File: src/hdl/bgd_pkg.sv
// Shared types and constants for the button gesture detector.
// Holds the gesture codes, register indexes and the configuration and state records.
// No dependencies.
`timescale 1ns / 1ps

package bgd_pkg;

    localparam int unsigned TIME_W  = 32;
    localparam int unsigned CFG_W   = 16;
    localparam int unsigned IDX_W   = 2;
    localparam int unsigned CLICK_W = 2;

    typedef enum logic [1:0] {
        GESTURE_NONE   = 2'd0,
        GESTURE_SINGLE = 2'd1,
        GESTURE_DOUBLE = 2'd2,
        GESTURE_LONG   = 2'd3
    } gesture_t;

    localparam logic [IDX_W-1:0] REG_DEBOUNCE     = 2'd0;
    localparam logic [IDX_W-1:0] REG_LONG_PRESS   = 2'd1;
    localparam logic [IDX_W-1:0] REG_DOUBLE_CLICK = 2'd2;

    localparam logic [CFG_W-1:0] DEBOUNCE_RESET     = 16'd50;
    localparam logic [CFG_W-1:0] LONG_PRESS_RESET   = 16'd1000;
    localparam logic [CFG_W-1:0] DOUBLE_CLICK_RESET = 16'd400;

    localparam logic [CLICK_W-1:0] CLICKS_FOR_DOUBLE = 2'd2;
    localparam logic [CLICK_W-1:0] CLICKS_ONE        = 2'd1;

    typedef struct packed {
        logic [CFG_W-1:0] debounce_ms;
        logic [CFG_W-1:0] long_press_ms;
        logic [CFG_W-1:0] double_click_ms;
    } bgd_cfg_t;

    typedef struct packed {
        logic                held;
        logic [TIME_W-1:0]   last_edge_time;
        logic [TIME_W-1:0]   press_start_time;
        logic                long_reported;
        logic [CLICK_W-1:0]  clicks;
        logic [TIME_W-1:0]   release_time;
    } bgd_state_t;

endpackage

File: src/hdl/bgd_core.sv
// Gesture decision logic and the button state registers.
// One sample is evaluated per step; depends on bgd_pkg.
`timescale 1ns / 1ps

module bgd_core
(
    input  logic                     clk,
    input  logic                     rst_n,
    input  logic                     step,
    input  logic [31:0]              now_ms,
    input  logic                     raw_pressed,
    input  bgd_pkg::bgd_cfg_t        cfg,
    output bgd_pkg::gesture_t        gesture
);
    import bgd_pkg::*;

    bgd_state_t         state_reg;
    bgd_state_t         state_next;
    logic [TIME_W-1:0]  edge_diff;
    logic [TIME_W-1:0]  hold_diff;
    logic [TIME_W-1:0]  idle_diff;
    logic [CLICK_W-1:0] clicks_inc;

    always_comb
    begin
        state_next = state_reg;
        gesture    = GESTURE_NONE;
        clicks_inc = state_reg.clicks + CLICKS_ONE;

        // Differences wrap modulo the timestamp width by construction.
        edge_diff = now_ms - state_reg.last_edge_time;
        if (edge_diff > {{(TIME_W-CFG_W){1'b0}}, cfg.debounce_ms})
        begin
            if (raw_pressed && !state_reg.held)
            begin
                state_next.held             = 1'b1;
                state_next.last_edge_time   = now_ms;
                state_next.press_start_time = now_ms;
                state_next.long_reported    = 1'b0;
            end
            else if (!raw_pressed && state_reg.held)
            begin
                state_next.held           = 1'b0;
                state_next.last_edge_time = now_ms;
                if (!state_reg.long_reported)
                begin
                    state_next.release_time = now_ms;
                    if (clicks_inc == CLICKS_FOR_DOUBLE)
                    begin
                        gesture           = GESTURE_DOUBLE;
                        state_next.clicks = '0;
                    end
                    else
                    begin
                        state_next.clicks = clicks_inc;
                    end
                end
            end
        end

        // The later checks see the state as updated by the edge check.
        hold_diff = now_ms - state_next.press_start_time;
        if (state_next.held && !state_next.long_reported &&
            hold_diff >= {{(TIME_W-CFG_W){1'b0}}, cfg.long_press_ms})
        begin
            gesture                  = GESTURE_LONG;
            state_next.long_reported = 1'b1;
            state_next.clicks        = '0;
        end

        idle_diff = now_ms - state_next.release_time;
        if (state_next.clicks == CLICKS_ONE && !state_next.held &&
            idle_diff > {{(TIME_W-CFG_W){1'b0}}, cfg.double_click_ms})
        begin
            gesture           = GESTURE_SINGLE;
            state_next.clicks = '0;
        end
    end

    always_ff @(posedge clk or negedge rst_n)
    begin
        if (!rst_n)
        begin
            state_reg <= '0;
        end
        else if (step)
        begin
            state_reg <= state_next;
        end
    end

    a_clicks_bounded: assert property (@(posedge clk) disable iff (!rst_n)
        state_reg.clicks == '0 || state_reg.clicks == CLICKS_ONE)
        else $error("click count left its legal range");

    a_long_sets_flag: assert property (@(posedge clk) disable iff (!rst_n)
        step && gesture == GESTURE_LONG |=> state_reg.long_reported && state_reg.held)
        else $error("long press reported without marking the press");

    a_double_clears: assert property (@(posedge clk) disable iff (!rst_n)
        step && gesture == GESTURE_DOUBLE |=> state_reg.clicks == '0 && !state_reg.held)
        else $error("double click left clicks counted");

endmodule

File: src/hdl/button_gesture_detector_unit.sv
// Top level of the button gesture detector: stream ports, configuration registers,
// input and result registers around the decision logic. Depends on bgd_pkg and bgd_core.
`timescale 1ns / 1ps

// One sample transaction in, one gesture transaction out. A new sample can be
// accepted in every cycle while the input register is empty or the result register is
// free or being taken. The accepting edge loads the input register; a later edge that
// finds the result register free or being taken does the gesture decision and state
// update and loads the result register. The whole chain stalls only when the result
// register is full and not being taken. Configuration writes take effect at once and
// should be made while no sample is in flight.
module button_gesture_detector_unit
(
    input  logic        clk,
    input  logic        rst_n,
    input  logic        s_tvalid,
    output logic        s_tready,
    input  logic [39:0] s_tdata,    // [31:0] now_ms, [32] raw_pressed, [39:33] zero
    output logic        m_tvalid,
    input  logic        m_tready,
    output logic [7:0]  m_tdata,    // [1:0] gesture, [7:2] zero
    input  logic        cfg_we,
    input  logic [1:0]  cfg_index,
    input  logic [15:0] cfg_wdata
);
    import bgd_pkg::*;

    bgd_cfg_t          cfg_reg;
    logic              in_valid_reg;
    logic [TIME_W-1:0] in_now_reg;
    logic              in_pressed_reg;
    logic              out_valid_reg;
    gesture_t          out_gesture_reg;
    gesture_t          gesture;
    logic              advance;
    logic              step;

    assign advance  = !out_valid_reg || m_tready;
    assign s_tready = !in_valid_reg || advance;
    assign step     = in_valid_reg && advance;

    always_ff @(posedge clk or negedge rst_n)
    begin
        if (!rst_n)
        begin
            cfg_reg.debounce_ms     <= DEBOUNCE_RESET;
            cfg_reg.long_press_ms   <= LONG_PRESS_RESET;
            cfg_reg.double_click_ms <= DOUBLE_CLICK_RESET;
        end
        else if (cfg_we)
        begin
            unique case (cfg_index)
                REG_DEBOUNCE:     cfg_reg.debounce_ms     <= cfg_wdata;
                REG_LONG_PRESS:   cfg_reg.long_press_ms   <= cfg_wdata;
                REG_DOUBLE_CLICK: cfg_reg.double_click_ms <= cfg_wdata;
                default:          ;
            endcase
        end
    end

    always_ff @(posedge clk or negedge rst_n)
    begin
        if (!rst_n)
        begin
            in_valid_reg  <= 1'b0;
            out_valid_reg <= 1'b0;
        end
        else
        begin
            if (s_tready)
            begin
                in_valid_reg <= s_tvalid;
            end
            if (advance)
            begin
                out_valid_reg <= in_valid_reg;
            end
        end
    end

    always_ff @(posedge clk)
    begin
        if (s_tvalid && s_tready)
        begin
            in_now_reg     <= s_tdata[31:0];
            in_pressed_reg <= s_tdata[32];
        end
        if (step)
        begin
            out_gesture_reg <= gesture;
        end
    end

    bgd_core u_core
    (
        .clk         (clk),
        .rst_n       (rst_n),
        .step        (step),
        .now_ms      (in_now_reg),
        .raw_pressed (in_pressed_reg),
        .cfg         (cfg_reg),
        .gesture     (gesture)
    );

    assign m_tvalid = out_valid_reg;
    assign m_tdata  = {6'b0, out_gesture_reg};

    a_ready_when_empty: assert property (@(posedge clk) disable iff (!rst_n)
        !in_valid_reg |-> s_tready)
        else $error("input refused with an empty input register");

    a_stall_blocks: assert property (@(posedge clk) disable iff (!rst_n)
        in_valid_reg && out_valid_reg && !m_tready |-> !s_tready && !step)
        else $error("sample moved while the result register was stalled");

    a_result_follows: assert property (@(posedge clk) disable iff (!rst_n)
        step |=> out_valid_reg)
        else $error("evaluated sample produced no result");

endmodule

File: config.mk
export PLATFORM = sky130hd
export DESIGN_NAME = button_gesture_detector_unit
export DESIGN_NICKNAME = d
export VERILOG_FILES = /design/src/hdl/bgd_pkg.sv /design/src/hdl/bgd_core.sv /design/src/hdl/button_gesture_detector_unit.sv
export SDC_FILE = /design/constraint.sdc
export NUM_CORES = 1
export LEC_CHECK = 0
export BUFFER_PORTS_ARGS = -buffer_cell sky130_fd_sc_hd__buf_2
export CAP_MARGIN = 20
export CORE_ASPECT_RATIO = 0.9
export CORE_UTILIZATION = 57
export DETAILED_ROUTE_END_ITERATION = 10
export PLACE_DENSITY_LB_ADDON = 0.08
export RECOVER_POWER = 100
export SLEW_MARGIN = 20
export SYNTH_ARGS = -nofsm -noshare
export SYNTH_HDL_FRONTEND = slang
export SYNTH_SLANG_ARGS = --single-unit
File: constraint.sdc
create_clock -name clk -period 10.2 [get_ports clk]
set_input_delay 0.51 -clock clk [delete_from_list [all_inputs] [get_ports clk]]
set_output_delay 0.51 -clock clk [all_outputs]
set_load 0.02 [all_outputs]
# After elaboration in Yosys (flattened, before gate mapping)
# Cells that the tools add are included.
[word_totals]
ff_bits = 185
out_inout_bits = 10
wordCells = 65
[op_classes]
n_addsub = 4
n_lt_le_gt_ge = 3
eq_ne = 4
muxes = 16
reduce_logical = 23
[ops]
columns = ["operator", "n"]
rows = [
  ["34-bit two-way mux", 3],
  ["100-bit two-way mux", 1],
  ["33-bit two-way mux", 3],
  ["32-bit subtractor", 3],
  ["32-bit by 16-bit greater-than comparator with 1-bit output", 2],
  ["32-bit by 16-bit >= comparator with 1-bit output", 1],
  ["2-bit two-way mux", 8],
  ["1-bit logical AND", 8],
  ["1-bit zero test", 6],
  ["2-bit AND reduction", 3],
  ["2-bit by 1-bit == test with 1-bit output (second input constant)", 2],
  ["2-bit == test (second input constant)", 2],
  ["3-bit two-way mux", 1],
  ["3-bit AND reduction", 1],
  ["2-bit by 1-bit adder with 2-bit output (second input constant)", 1],
  ["2-bit zero test", 1],
  ["1-bit logical OR", 2],
  ["2-bit nonzero test", 1],
  ["2-bit OR reduction", 1],
]

# Logic depth before layout (Yosys ltp)
[logic_depth]
word_depth = 15
mapped_depth = 51
mapped_depth_nobuf = 48

# Modules after synthesis
# From an unflattened synthesis, not the netlist that was laid out.
[hier_totals]
hier_cells = 1641
area_unflattened_um2 = 14672.8
[by_module_without_submodules]
columns = ["mod", "n_inst", "cells_per_inst", "area_each_um2"]
rows = [
  ["bgd_core", 1, 1489, 11653.7],
  ["button_gesture_detector_unit", 1, 152, 3019.1],
]

# Worst setup path before layout
# Ideal clock, no wire load.
[synth_path]
path_kind = "register -> register"
start = "register in_now_reg[4]"
end = "register out_gesture_reg[1], data pin"
setup_time_ns = 0.259
arrival_time_ns = 9.220
required_ns = 9.941
slack_ns = 0.722
path_stages_with_launch = 48
path_buffers = 2
cell_sequence = "edfxtp_1 ha_1 a21o_1 nor2_1 a21o_1 nor3b_1 nor2b_1 o21ai_0 nand2b_1 a31oi_1 xnor2_1 ha_1 nand4_1 nor3_1 a221oi_1 nand2_1 a2111oi_0 and4_4 [... 12 more ...] a2111oi_0 a41oi_1 o21ai_2 o21ai_1 a21oi_1 a31oi_1 xnor2_1 ha_1 nor2b_1 o21ai_0 o2111ai_1 a2111oi_0 o31ai_1 a2111oi_0 o2111ai_1 nor4_2 a31oi_1 o21bai_1"
[synth_rtl]
columns = ["item", "line_no", "text"]
rows = [
  ["start, declared", "button_gesture_detector_unit.sv:30", "logic [TIME_W-1:0] in_now_reg;"],
  ["start signal, assigned", "button_gesture_detector_unit.sv:85", "in_now_reg <= s_tdata[31:0];"],
  ["end signal, assigned", "button_gesture_detector_unit.sv:90", "out_gesture_reg <= gesture;"],
  ["end, declared", "button_gesture_detector_unit.sv:33", "gesture_t out_gesture_reg;"],
]

==> out/qor_table.md <==
| Parameter | Value |
|---|---|
| Outcome | finished, violations left |
| Violated checks | max-capacitance violations, max-slew violations |
| Pre-CTS setup slack | -94.9 ps |
| H-Tree Level Count | 4 |
| Dpl cells | 1,918 |
| RePlAce Congestion | 0.917 |
| Synthesized netlist cell count | 1,550 |
| Fmax | 104 MHz |
| Clk sinks | 185 |
| Total detailed-routing wirelength | 37,900 µm |
| Die Y | 153 µm |
| Startpoint of the most critical setup path | in_now_reg[0]$_DFFE_PP_ |
| Number of I/O port buffers | 59 |
| Insertion delay of the later-clocked pin in the worst-skew pair | 450 ps |
| Clock root buffer | clkbuf_16 |
| Vias in the first global route | 11,400 |
| Type of the worst setup path | reg2reg |
| Top Ports | 73 |
| Max cap viols | 6 |
| TritonCTS clock tree | done |
| Post-synthesis sequential element count | 185 |
| Max Root-Sink Buffers | 2 |
| Iter 0 DRT Violations | 851 |
| Global-route wire length before repair | 59,800 µm |
| Slowest stage cell on the critical path | fa_1 |
| Post-route cell area | 15,800 µm² |
| Antenna violations before repair | 0 |
| Final period utilization | 94.3% |
| Pin count of the biggest net entering global routing | 79 |
| Critical path required time | 10,560 ps |
| Max reg flops | 100 |
| Pwr per Cell Area | 260 nW/µm² |
| Post-Route Skew | 10.1 ps |
| Clock slew seen by the registers of the worst setup and hold paths | 80 ps |
| Number of cells in the finished layout apart from fillers | 1,952 |
| Critical Path Max Stage Delay | 450 ps |
| Antenna diode instance count | 0 |
| Worst min-delay path class | in2reg |
| Tightest Pin Transition | 4000 ps |
| Width of the die | 170 µm |
| Total iterations of the first detailed-routing run | 6 |
| R2R Path Start | in_now_reg[0]$_DFFE_PP_ |
| CORE AREA | 24,600 µm² |
| Hold Fails Final Rpt | 0 |
| Netlist area before placement | 14,400 µm² |
| Fraction of layout cells with a size suffix above 1 | 15.7% |
| Antenna violation net count after detailed routing | 0 |
| Kind of end point of the critical path | flip-flop |
| Number of nets in the finished design | 1,809 |
| Placed cell area | 15,200 µm² |
| DR WL/cell | 19.4 µm |
| Total routing usage reported by global routing | 29.8% |
| Count of flip-flops with a built-in enable after synthesis | 35 |
| Final Max Tran Viols | 323 |
| Number of warning messages in the yosys log | 0 |
| Final WS setup | 586 ps |
| Post-synthesis async set-or-reset flop share | 81.1% |
| Tightest slew margin relative to the limit | -167% |
| Minimum clock period | 9610 ps |
| Worst EP arrival | 9970 ps |
| Post-CTS Hold Fix Bufs | 0 |
| Vias post-DR | 12,000 |
| Final setup TNS | 0 ps |
| Hold path startpoint | s_tdata[18] |
| Number of placement rows | 54 |
| Worst IR drop on VDD | 137 µV |
| Most frequent cell on the critical path | ha_1 |
| Commonest register cell after synthesis | dfrtp_1 |
| Number of buffers added by the clock tree synthesis step | 17 |
| Dpl hpwl | 29,000 µm |
| Synthesized area divided by synthesized cell count | 9.32 µm² |
| Initial standard-cell utilization of the core | 58.7% |
| Floorplan die area | 26,000 µm² |
| DRC Markers | 0 |
| Detailed-route vias per instance | 6.16 |
| Area added between synthesis and finish | 9.34% |
| Type of element launching the critical path | flip-flop |
| Total of endpoints with negative setup slack in the final report | 0 |
| Seq/Total Area, Yosys | 33.4% |
| Number of distinct library cell variants in the gate-level netlist after synthesis | 86 |
| Total congestion overflow | 0 |
| Maximum fanout count along the critical path | 7 |
| Leakage | 7.27 nW |
## layout by cell type, fill, tap and decap left out, types with 18 or more instances in the layout
master	Yosys	final
a31oi_1	19	18
mux2i_1	60	60
a21o_1	59	59
nor2_1	73	73
nand2b_1	34	34
o21ai_0	112	107
buf_4	8	26
mux2_2	92	92
ha_1	140	140
xor2_1	23	23
a21oi_1	97	94
nand2_1	101	99
dfrtp_1	138	138
xnor2_1	34	34
inv_1	118	117
buf_2	7	49
edfxtp_1	35	35
nand3_1	58	58
nor3_1	19	19
## synthesized netlist by cell type, types with 7 or more instances
cell / number / area (µm²)
buf_4: 8 / 60.1
nand2b_1: 34 / 213
a21o_1: 59 / 443
nand2_1: 101 / 379
o21bai_1: 12 / 90.1
nand3_1: 58 / 290
o2111a_1: 7 / 78.8
o21ai_1: 8 / 40.0
xnor2_1: 34 / 298
clkbuf_1: 40 / 150
ha_1: 140 / 1750
nor3_1: 19 / 95.1
o21ai_0: 112 / 561
a2111oi_0: 7 / 61.3
nor3b_1: 7 / 52.6
nor2_1: 73 / 274
or3_1: 9 / 56.3
and2_1: 13 / 81.3
buf_1: 8 / 30.0
edfxtp_1: 35 / 1050
buf_2: 7 / 35.0
mux2i_1: 60 / 601
a31oi_1: 19 / 119
inv_1: 118 / 443
a211oi_1: 12 / 90.1
o21a_1: 17 / 128
a21oi_1: 97 / 485
o2111ai_1: 8 / 70.1
nor4_1: 8 / 50.1
xor2_1: 23 / 201
nor2b_1: 15 / 93.8
nand4_1: 15 / 93.8
and3_1: 17 / 106
mux2_2: 92 / 1040
dfstp_2: 12 / 315
dfrtp_1: 138 / 3450
## power breakdown
part           switching, mW  internal [mW]  leakage (nW)
Clock                  0.325          0.334         0.278
Combinational           1.35           1.03          4.84
Sequential             0.108          0.957          2.16
Total                   1.79           2.32          7.27
## timing repair
item,in CTS,in global routing
resized for setup,3,27
buffers inserted,0,2
pin swaps,1,10
setup endpoints to repair,5,5
gates cloned,0,0
## routing by layer
| metal | track usage (%) | wire length [µm] | up-vias |
|---|---|---|---|
| li1 | - | - | 5793 |
| met5 | 0 | 0 | - |
| met3 | 4.04 | 2100 | 50 |
| met1 | 43.8 | 18300 | 5821 |
| met2 | 45.9 | 16800 | 352 |
| met4 | 7.81 | 698 | 0 |
## cells by family (layout without fill, tap and decap cells)
family,after synthesis,after routing,share of synthesized area [%]
adder cells (fa/ha/maj),146,146,12.7
buffers and inverters,181,242,4.97
multiplexers,153,153,11.4
AND/OR/NAND/NOR,391,391,13.8
other,1,6,0.0260
AO/OA/AOI/OAI,436,436,20.3
flip-flops,185,185,33.4
XOR/XNOR,57,57,3.46
## critical path, delay by kind of cell, from the launching register on
kind            cells  cell delay, ps
compound gates     22            3950
xor+xnor            2             360
fa+ha+maj           6            1890
buf+inv             2             130
flops               1             420
simple gates       16            2770
## metrics by stage
stage | power (mW) | util [%] | hold slack [ps]
after floorplan | 2.84 | - | 214
after global placement | 3.33 | 61.7 | 457
after detailed placement | 3.39 | 61.7 | 470
after CTS | 4.07 | 64.1 | 113
after global routing | 4.43 | 64.2 | 220
final | 4.11 | 64.2 | 232
## layout make-up
type	instances	area, µm²
multi-input combinational	1189	9040
fill	2106	8800
sequential	185	4820
timing repair buffer	92	515
clock buffer	20	457
inverter	118	443
tap	336	420
clock inverter	12	105
## final timing paths
| check | to | slack [ps] | cells after the start |
|---|---|---|---|
| setup / recovery | u_core.state_reg[32]$_DFFE_PN0P_ | 590 | 48 |
| hold / removal | in_now_reg[18]$_DFFE_PP_ | 230 | 1 |
| setup reg to reg | u_core.state_reg[32]$_DFFE_PN0P_ | 590 | 48 |
| hold reg to reg | u_core.state_reg[67]$_DFFE_PN0P_ | 490 | 2 |
| max in group asynchronous | u_core.state_reg[93]$_DFFE_PN0P_ | 3500 | 2 |
| min in group asynchronous | cfg_reg[20]$_DFFE_PN0P_ | 1440 | 1 |
No activity file was read; power rests on OpenSTA's default activity.
